## src/hw/rtl/rx2pf_pkg.sv

```systemverilog
package rx2pf_pkg;

	localparam int MODE_W = 3;
	localparam int SYM_W  = 16;
	localparam int OP_W   = 8;

	// token kinds on the input
	localparam logic [MODE_W-1:0] MODE_LIT   = 3'd0;
	localparam logic [MODE_W-1:0] MODE_OP    = 3'd1;
	localparam logic [MODE_W-1:0] MODE_OPEN  = 3'd2;
	localparam logic [MODE_W-1:0] MODE_CLOSE = 3'd3;
	localparam logic [MODE_W-1:0] MODE_END   = 3'd4;

	// operator characters
	localparam logic [OP_W-1:0] OPEN_MARK  = 8'h28;
	localparam logic [OP_W-1:0] CLOSE_MARK = 8'h29;
	localparam logic [OP_W-1:0] CH_STAR    = 8'h2A;
	localparam logic [OP_W-1:0] CH_PLUS    = 8'h2B;
	localparam logic [OP_W-1:0] CH_QUEST   = 8'h3F;
	localparam logic [OP_W-1:0] CH_DOT     = 8'h2E;
	localparam logic [OP_W-1:0] CH_BAR     = 8'h7C;

	typedef logic [1:0] prec_t;

	function automatic prec_t prec_of(input logic [OP_W-1:0] c);
		prec_t p;
		unique case (c)
			CH_STAR, CH_PLUS, CH_QUEST: p = 2'd3;
			CH_DOT:                     p = 2'd2;
			CH_BAR:                     p = 2'd1;
			default:                    p = 2'd0;
		endcase
		return p;
	endfunction

	// one step of the sequencer
	typedef logic [2:0] act_t;
	localparam act_t ACT_DONE    = 3'd0; // finish, no result
	localparam act_t ACT_POP     = 3'd1; // pop and emit top, keep going
	localparam act_t ACT_PUSH    = 3'd2; // push operator, finish
	localparam act_t ACT_DROP    = 3'd3; // stack full: emit dropped operator, finish
	localparam act_t ACT_DISCARD = 3'd4; // pop open group silently, finish
	localparam act_t ACT_LIT     = 3'd5; // emit literal, finish

	typedef struct packed {
		logic            push;
		logic            pop;
		logic [OP_W-1:0] wdata;
	} stk_ctl_t;

	typedef struct packed {
		logic            empty;
		logic            full;
		logic [OP_W-1:0] top;
	} stk_sts_t;

endpackage

```

## src/hw/rtl/rx2pf_stack.sv

```systemverilog
module rx2pf_stack
	import rx2pf_pkg::*;
#(
	parameter int DEPTH = 16
) (
	input  logic     clk,
	input  logic     arst_n,
	input  stk_ctl_t ctl,
	output stk_sts_t sts
);

	localparam int CW = $clog2(DEPTH + 1);
	localparam int AW = (DEPTH > 1) ? $clog2(DEPTH) : 1;

	logic [OP_W-1:0] mem [DEPTH];
	logic [CW-1:0]   cnt_q;
	logic [CW-1:0]   cnt_n;
	logic [CW-1:0]   rd_ptr;
	logic [OP_W-1:0] top_q;

	always_comb begin
		cnt_n = cnt_q;
		if (ctl.push) begin
			cnt_n = cnt_q + CW'(1);
		end else if (ctl.pop) begin
			cnt_n = cnt_q - CW'(1);
		end
		rd_ptr = cnt_n - CW'(1);
	end

	always_ff @(posedge clk or negedge arst_n) begin
		if (!arst_n) begin
			cnt_q <= '0;
		end else begin
			cnt_q <= cnt_n;
		end
	end

	always_ff @(posedge clk) begin
		if (ctl.push) begin
			mem[cnt_q[AW-1:0]] <= ctl.wdata;
		end
	end

	// top_q tracks mem[count-1]; a push lands on the new top directly
	always_ff @(posedge clk) begin
		if (ctl.push) begin
			top_q <= ctl.wdata;
		end else begin
			top_q <= mem[rd_ptr[AW-1:0]];
		end
	end

	assign sts.empty = (cnt_q == '0);
	assign sts.full  = (cnt_q == CW'(DEPTH));
	assign sts.top   = top_q;

endmodule

```

## src/hw/rtl/rx2pf_pop_unit.sv

```systemverilog
module rx2pf_pop_unit
	import rx2pf_pkg::*;
(
	input  logic [MODE_W-1:0] kind,
	input  logic [OP_W-1:0]   op,
	input  stk_sts_t          sts,
	output act_t              act
);

	logic top_open;
	logic prec_pop;

	assign top_open = (sts.top == OPEN_MARK);
	assign prec_pop = !sts.empty && !top_open && (prec_of(sts.top) >= prec_of(op));

	always_comb begin
		unique case (kind)
			MODE_LIT: begin
				act = ACT_LIT;
			end
			MODE_OP: begin
				if (prec_pop) begin
					act = ACT_POP;
				end else if (sts.full) begin
					act = ACT_DROP;
				end else begin
					act = ACT_PUSH;
				end
			end
			MODE_OPEN: begin
				act = sts.full ? ACT_DROP : ACT_PUSH;
			end
			MODE_CLOSE: begin
				if (sts.empty) begin
					act = ACT_DONE;
				end else if (top_open) begin
					act = ACT_DISCARD;
				end else begin
					act = ACT_POP;
				end
			end
			MODE_END: begin
				act = sts.empty ? ACT_DONE : ACT_POP;
			end
			default: begin
				act = ACT_DONE;
			end
		endcase
	end

endmodule

```

## src/hw/rtl/regex_infix_to_postfix.sv

```systemverilog
// Regex infix-to-postfix converter. Takes pre-tokenized regex tokens, one per
// input beat, and emits them in postfix order using the shunting-yard rule on
// an operator stack. Literals go straight out; operators pop stacked operators
// of equal or higher precedence (* + ? over . over |), stopping at an open
// group, then get pushed; close group pops down to its open group and drops
// it; end of expression flushes everything, unmatched open groups included
// (they come out as character 40). A push onto a full stack is dropped and
// reported as an extra beat with the overflow flag set. Each input beat yields
// zero or more output beats; tlast marks the final one of that input, and an
// input that yields nothing produces no beat at all.
// Timing: s_tready is high only while the block is idle. After acceptance the
// sequencer makes one decision per cycle while not stalled, each pop reading
// the stack memory top, until the token's closing step. The last result is
// held back in the pending register so its tlast is known; it leaves on the
// token's closing step. Any cycle where the output register is full and
// m_tready is low stalls the sequencer. A finished beat may sit in the output
// register while the next token is accepted.
module regex_infix_to_postfix
	import rx2pf_pkg::*;
#(
	parameter int STACK_DEPTH = 16
) (
	input  logic        clk,
	input  logic        arst_n,
	input  logic        s_tvalid,
	output logic        s_tready,
	input  logic [23:0] s_tdata,  // [2:0] mode, [18:3] symbol, [23:19] zero
	output logic        m_tvalid,
	input  logic        m_tready,
	output logic [15:0] m_tdata,  // [15:0] out_symbol
	output logic [1:0]  m_tuser,  // [0] is_operator, [1] overflow
	output logic        m_tlast
);

	localparam logic [1:0] S_IDLE = 2'd0;
	localparam logic [1:0] S_WORK = 2'd1;
	localparam logic [1:0] S_LAST = 2'd2;

	logic [1:0]        state_q;
	logic [1:0]        state_n;
	logic [MODE_W-1:0] kind_q;
	logic [SYM_W-1:0]  sym_q;
	logic [OP_W-1:0]   op_q;

	// held-back result of the current token
	logic              pend_v_q;
	logic              pend_op_q;
	logic [SYM_W-1:0]  pend_sym_q;
	logic              pend_ovf_q;

	logic              out_v_q;
	logic              out_op_q;
	logic [SYM_W-1:0]  out_sym_q;
	logic              out_ovf_q;
	logic              out_last_q;

	logic [MODE_W-1:0] in_mode;
	logic [SYM_W-1:0]  in_sym;
	logic [MODE_W-1:0] in_kind;
	logic              accept;
	logic              can_emit;

	stk_ctl_t          stk_ctl;
	stk_sts_t          stk_sts;
	act_t              act;

	// result of this step
	logic              res_op;
	logic [SYM_W-1:0]  res_sym;
	logic              res_ovf;

	logic              emit;       // load output register
	logic              emit_pend;  // output takes pend (else res)
	logic              emit_last;
	logic              pend_load;  // pend takes res
	logic              pend_clr;

	assign in_mode  = s_tdata[2:0];
	assign in_sym   = s_tdata[18:3];
	assign s_tready = (state_q == S_IDLE);
	assign accept   = s_tvalid && s_tready;
	assign can_emit = !out_v_q || m_tready;

	// operator codes '(' and ')' behave as group marks
	always_comb begin
		in_kind = in_mode;
		if (in_mode == MODE_OP && in_sym[OP_W-1:0] == OPEN_MARK) begin
			in_kind = MODE_OPEN;
		end else if (in_mode == MODE_OP && in_sym[OP_W-1:0] == CLOSE_MARK) begin
			in_kind = MODE_CLOSE;
		end
	end

	rx2pf_stack #(
		.DEPTH (STACK_DEPTH)
	) u_stack (
		.clk    (clk),
		.arst_n (arst_n),
		.ctl    (stk_ctl),
		.sts    (stk_sts)
	);

	rx2pf_pop_unit u_pop (
		.kind (kind_q),
		.op   (op_q),
		.sts  (stk_sts),
		.act  (act)
	);

	always_comb begin
		res_op  = 1'b1;
		res_sym = {{(SYM_W-OP_W){1'b0}}, stk_sts.top};
		res_ovf = 1'b0;
		if (act == ACT_DROP) begin
			res_sym = {{(SYM_W-OP_W){1'b0}}, op_q};
			res_ovf = 1'b1;
		end else if (act == ACT_LIT) begin
			res_op  = 1'b0;
			res_sym = sym_q;
		end
	end

	always_comb begin
		state_n       = state_q;
		emit          = 1'b0;
		emit_pend     = 1'b0;
		emit_last     = 1'b0;
		pend_load     = 1'b0;
		pend_clr      = 1'b0;
		stk_ctl.push  = 1'b0;
		stk_ctl.pop   = 1'b0;
		stk_ctl.wdata = op_q;
		unique case (state_q)
			S_IDLE: begin
				if (accept) begin
					state_n = S_WORK;
				end
			end
			S_WORK: begin
				if (can_emit) begin
					unique case (act)
						ACT_POP: begin
							stk_ctl.pop = 1'b1;
							emit        = pend_v_q;
							emit_pend   = 1'b1;
							pend_load   = 1'b1;
						end
						ACT_DROP, ACT_LIT: begin
							emit = 1'b1;
							if (pend_v_q) begin
								emit_pend = 1'b1;
								pend_load = 1'b1;
								state_n   = S_LAST;
							end else begin
								emit_last = 1'b1;
								state_n   = S_IDLE;
							end
						end
						default: begin
							// push, discard or nothing: token ends here
							stk_ctl.push = (act == ACT_PUSH);
							stk_ctl.pop  = (act == ACT_DISCARD);
							emit         = pend_v_q;
							emit_pend    = 1'b1;
							emit_last    = 1'b1;
							pend_clr     = 1'b1;
							state_n      = S_IDLE;
						end
					endcase
				end
			end
			S_LAST: begin
				if (can_emit) begin
					emit      = 1'b1;
					emit_pend = 1'b1;
					emit_last = 1'b1;
					pend_clr  = 1'b1;
					state_n   = S_IDLE;
				end
			end
			default: begin
				state_n = S_IDLE;
			end
		endcase
	end

	always_ff @(posedge clk or negedge arst_n) begin
		if (!arst_n) begin
			state_q  <= S_IDLE;
			pend_v_q <= 1'b0;
			out_v_q  <= 1'b0;
		end else begin
			state_q <= state_n;
			if (pend_load) begin
				pend_v_q <= 1'b1;
			end else if (pend_clr) begin
				pend_v_q <= 1'b0;
			end
			if (emit) begin
				out_v_q <= 1'b1;
			end else if (m_tready) begin
				out_v_q <= 1'b0;
			end
		end
	end

	always_ff @(posedge clk) begin
		if (accept) begin
			kind_q <= in_kind;
			sym_q  <= in_sym;
			op_q   <= (in_kind == MODE_OPEN) ? OPEN_MARK : in_sym[OP_W-1:0];
		end
		if (pend_load) begin
			pend_op_q  <= res_op;
			pend_sym_q <= res_sym;
			pend_ovf_q <= res_ovf;
		end
		if (emit) begin
			out_last_q <= emit_last;
			if (emit_pend) begin
				out_op_q  <= pend_op_q;
				out_sym_q <= pend_sym_q;
				out_ovf_q <= pend_ovf_q;
			end else begin
				out_op_q  <= res_op;
				out_sym_q <= res_sym;
				out_ovf_q <= res_ovf;
			end
		end
	end

	assign m_tvalid = out_v_q;
	assign m_tdata  = out_sym_q;
	assign m_tuser  = {out_ovf_q, out_op_q};
	assign m_tlast  = out_last_q;

endmodule

```

## config.mk

```make
export PLATFORM = sky130hd
export DESIGN_NAME = regex_infix_to_postfix
export DESIGN_NICKNAME = d
export VERILOG_FILES = /design/src/hw/rtl/rx2pf_pkg.sv /design/src/hw/rtl/rx2pf_stack.sv /design/src/hw/rtl/rx2pf_pop_unit.sv /design/src/hw/rtl/regex_infix_to_postfix.sv
export SDC_FILE = /design/constraint.sdc
export NUM_CORES = 1
export LEC_CHECK = 0
export BUFFER_PORTS_ARGS = -buffer_cell sky130_fd_sc_hd__buf_2
export CAP_MARGIN = 40
export CORE_MARGIN = 4
export CORE_UTILIZATION = 57
export CTS_BUF_LIST = sky130_fd_sc_hd__clkbuf_2 sky130_fd_sc_hd__clkbuf_4 sky130_fd_sc_hd__clkbuf_8
export CTS_CLUSTER_SIZE = 24
export DETAILED_ROUTE_END_ITERATION = 10
export PLACE_DENSITY_LB_ADDON = 0.15
export SLEW_MARGIN = 10
export SYNTH_ARGS = -nofsm -noshare
export SYNTH_HDL_FRONTEND = slang
export SYNTH_HIERARCHICAL = 1
export SYNTH_SLANG_ARGS = --single-unit
export TNS_END_PERCENT = 20
```

## constraint.sdc

```tcl
create_clock -name clk -period 4.72 [get_ports clk]
set_input_delay 0.472 -clock clk [delete_from_list [all_inputs] [get_ports clk]]
set_output_delay 0.472 -clock clk [all_outputs]
set_load 0.005 [all_outputs]
```

==> impl_metrics.csv <==
group,metric,value,unit
cells_and_area,diodes,0,
floorplan,die_h,133,um
sta,setup_viol,0,
cells_and_area,synthToLayoutAreaGrowth,19.4,%
global_routing,grt.total_usage,20.1,%
worst_hold_path,hold_path.startpoint,"s_tdata[17]",
drt,dr_wl_met2,8520,um
drt,drt_iter0_drc,394,
drt,top_layer,"met4",
placement,hpwlAfterDp,11300,um
global_routing,grt_pass1_vias,4961,
synth,yosys_warnings,6,
worst_setup_path,crit_path_start_kind,"flop",
global_routing,gr-total-overflow,0,
sta,slew_viol_final,0,
synth,synth_nets,573,
floorplan,die-area,17700,um^2
worst_setup_path,timing_worst_setup_path_type,"flop to flop",
global_routing,grt_first_pass_wirelength,27100,um
power,leakagePower,0.00382,uW
run,maxCapViolCount,0,
global_routing,grt_start_max_net_pins,33,
clocking,h-tree-depth,2,
worst_setup_path,required,5100,ps
sta,skew,20.6,ps
sta,relSlewSlack,42.6,%
outcome,status,"finished, final reports clean",
placement,pre_cts_ws,-110,ps
clocking,clock-root-buffer,"clkbuf_8",
cells_and_area,fin_cells,875,
synth,synth_cell_types,65,
placement,gp_congestion,0.833,
placement,portBuffers,43,
drt,drt-wirelength-per-cell,20.3,um
synth,synth_edf_count,192,
worst_hold_path,min_path_type,"input pin to flop",
global_routing,grt_antenna_before_repair,0,
synth,syn_avg_cell_area,16.6,um^2
sta,hold_viol_final,0,
worst_setup_path,r2r_setup_slack,80,ps
cells_and_area,fin_nets,678,
drt,vias_per_cell,5.72,
sta,fmax,216,MHz
sta,fin_crit_sh,98.3,%
drt,first_pass_iters,6,
synth,synth_area,8900,um^2
power,power_density,599,nW/um^2
worst_hold_path,hold_end,"sym_q[14]$_DFFE_PP_",
drt,ant_nets,0,
synth,async_reset_ff_share,4.39,%
worst_setup_path,arrival,5020,ps
cells_and_area,nFillCells,1025,
floorplan,initial_core_util,58.4,%
floorplan,die_width,133,um
floorplan,row_count,45,
clocking,cts_num_sinks,205,
drt,drc,0,
drt,met1_length,7780,um
power,ir_worst_vdd,391,uV
worst_hold_path,hold_depth,1,
placement,dp_cells,804,
synth,yosysSeqAreaShare,68.2,%
worst_setup_path,crit_fanout,9,
sta,fin_crit,4640,ps
sta,timing.final.ws_setup,80.1,ps
clocking,clk_latency,520,ps
floorplan,io_pins,49,
cells_and_area,drive_gt1_share,31.6,%
floorplan,core,15300,um^2
clocking,clk_pin_slew,60,ps
drt,vias,5005,
clocking,clk_path_buf_depth,3,
synth,ys_ff_latch,205,
drt,route.met3.wl,1020,um
clocking,cts_made_buffers,34,
clocking,cts_tree,"built",
drt,finalWirelength,17800,um
worst_setup_path,endpoint_kind,"flop",
sta,worst_pin_slew,861,ps
synth,synthCells,535,
worst_setup_path,r2r_cells,20,
synth,synth_flop_cell,"edfxtp_1",
## worst max-delay path, stage by stage, from the launching register on
cell and delay [ps]:
dfxtp_4 400, buf_12 150, buf_12 140, mux4_1 570, a22oi_1 300, nand2_1 160
nand3b_1 250, or2_1 260, ha_1 270, nand2b_1 110, a21oi_2 70, nor2b_1 130
o21ai_1 310, nor4_2 90, buf_4 160, buf_4 150, or4_1 530, o211ai_1 100
buf_4 160, nand2b_1 70, xnor2_1 120
## per-stage QoR
| step | setup TNS, ps | util, % | area [um^2] | hold slack, ps | power, uW |
|---|---|---|---|---|---|
| 6_report | 0 | 69.7 | 10600 | 142 | 6360 |
| 5_1_grt | -139 | 69.7 | 10600 | 112 | 6680 |
| 4_1_cts | -5.61 | 68.6 | 10500 | 116 | 6240 |
| 3_5_place_dp | -2580 | 63.8 | 9730 | 366 | 4610 |
| 3_3_place_gp | 0 | 63.6 | 9700 | 351 | 4530 |
| 2_1_floorplan | -828 | - | 8910 | 176 | 3900 |
## Yosys cell counts (10+ instances only)
cell	number	share of area [%]
edfxtp_1	192	65
buf_2	11	0.62
nand2b_1	11	0.77
mux2_2	11	1.4
mux4_2	14	3.5
a21oi_1	22	1.2
nor2b_1	11	0.77
nor2_1	19	0.80
nand2_1	21	0.89
mux4_1	18	5.3
nor3_1	19	1.1
a22oi_1	16	1.3
and2_1	19	1.3
ha_1	10	1.4
inv_1	15	0.63
## registers in the layout, summed over array words and instances, names as in the netlist, named ones only
signal,flops
kind_q,3
m_tdata,16
m_tlast,1
m_tvalid,1
op_q,8
out_op_q,1
out_ovf_q,1
pend_op_q,1
pend_ovf_q,1
pend_sym_q,16
pend_v_q,1
state_q,2
sym_q,16
u_stack/cnt_q,5
u_stack/mem,128
## per-layer routing
metal | up-vias | global-route usage, %
li1 | 2316 | -
met1 | 2486 | 28.9
met2 | 163 | 30.9
met3 | 40 | 3.92
met4 | 0 | 7.22
met5 | - | 0
## cells in the final DEF, fill, tap and decap left out, types with 5 or more instances in the layout
| cell type | n |
|---|---|
| edfxtp_1 | 192 |
| and3_1 | 8 |
| clkbuf_8 | 36 |
| inv_1 | 15 |
| nand2_1 | 21 |
| and2_1 | 16 |
| nor3_1 | 19 |
| mux4_1 | 16 |
| a22oi_2 | 7 |
| a21oi_1 | 21 |
| ha_1 | 10 |
| nand2b_1 | 10 |
| xnor2_1 | 5 |
| nor2b_1 | 11 |
| buf_4 | 31 |
| buf_2 | 43 |
| buf_12 | 16 |
| mux2_1 | 7 |
| a22oi_1 | 9 |
| mux4_2 | 16 |
| dfrtp_1 | 9 |
| clkbuf_4 | 10 |
| clkinv_1 | 5 |
| or3b_1 | 6 |
| o21ai_0 | 6 |
| mux2_2 | 11 |
| nor2_1 | 19 |
## kinds of logic after synthesis
family          share of synthesized area [%]
compound gates                           5.07
xor+xnor                                0.871
fa+ha+maj                                1.63
buf+inv                                  2.89
flops                                    68.2
mux                                      11.1
simple gates                             10.2
## power by group
part	leakage (uW)	total (uW)	switching (uW)	internal [uW]
clock network	0.000375	1620	671	952
logic	0.00155	2190	1130	1070
registers	0.00190	2550	192	2350
total	0.00382	6360	1990	4380
## what timing repair did
action	4_1_cts	5_1_grt
setup endpoints to repair	26	187
gates resized for setup	5	14
pin swaps	0	6
hold buffers	1	0
setup buffers	0	8
hold endpoints to repair	9	0
cloned	0	2
## final cells by class
| type | instances | area (um^2) | area share (%) |
|---|---|---|---|
| Clock inverter | 14 | 145 | 1.37 |
| Sequential cell | 205 | 6070 | 57.2 |
| Multi-Input combinational cell | 288 | 2640 | 24.8 |
| Tap cell | 211 | 264 | 2.48 |
| Timing Repair Buffer | 96 | 878 | 8.26 |
| Clock buffer | 46 | 571 | 5.37 |
| Inverter | 15 | 56.3 | 0.530 |
## worst max path at each step
stage	to	slack, ps	depth (start not counted)	startpoint
floorplan	m_tdata[0]$_DFFE_PP_	-40	19	flop
global placement	u_stack/mem[9][2]$_DFFE_PP_	50	18	flop
detailed placement	u_stack/mem[9][5]$_DFFE_PP_	-110	18	flop
CTS	flop	-5	21	flop
global route	flop	-30	22	flop
finish	flop	80	20	flop
No activity file was read; power rests on OpenSTA's default activity.
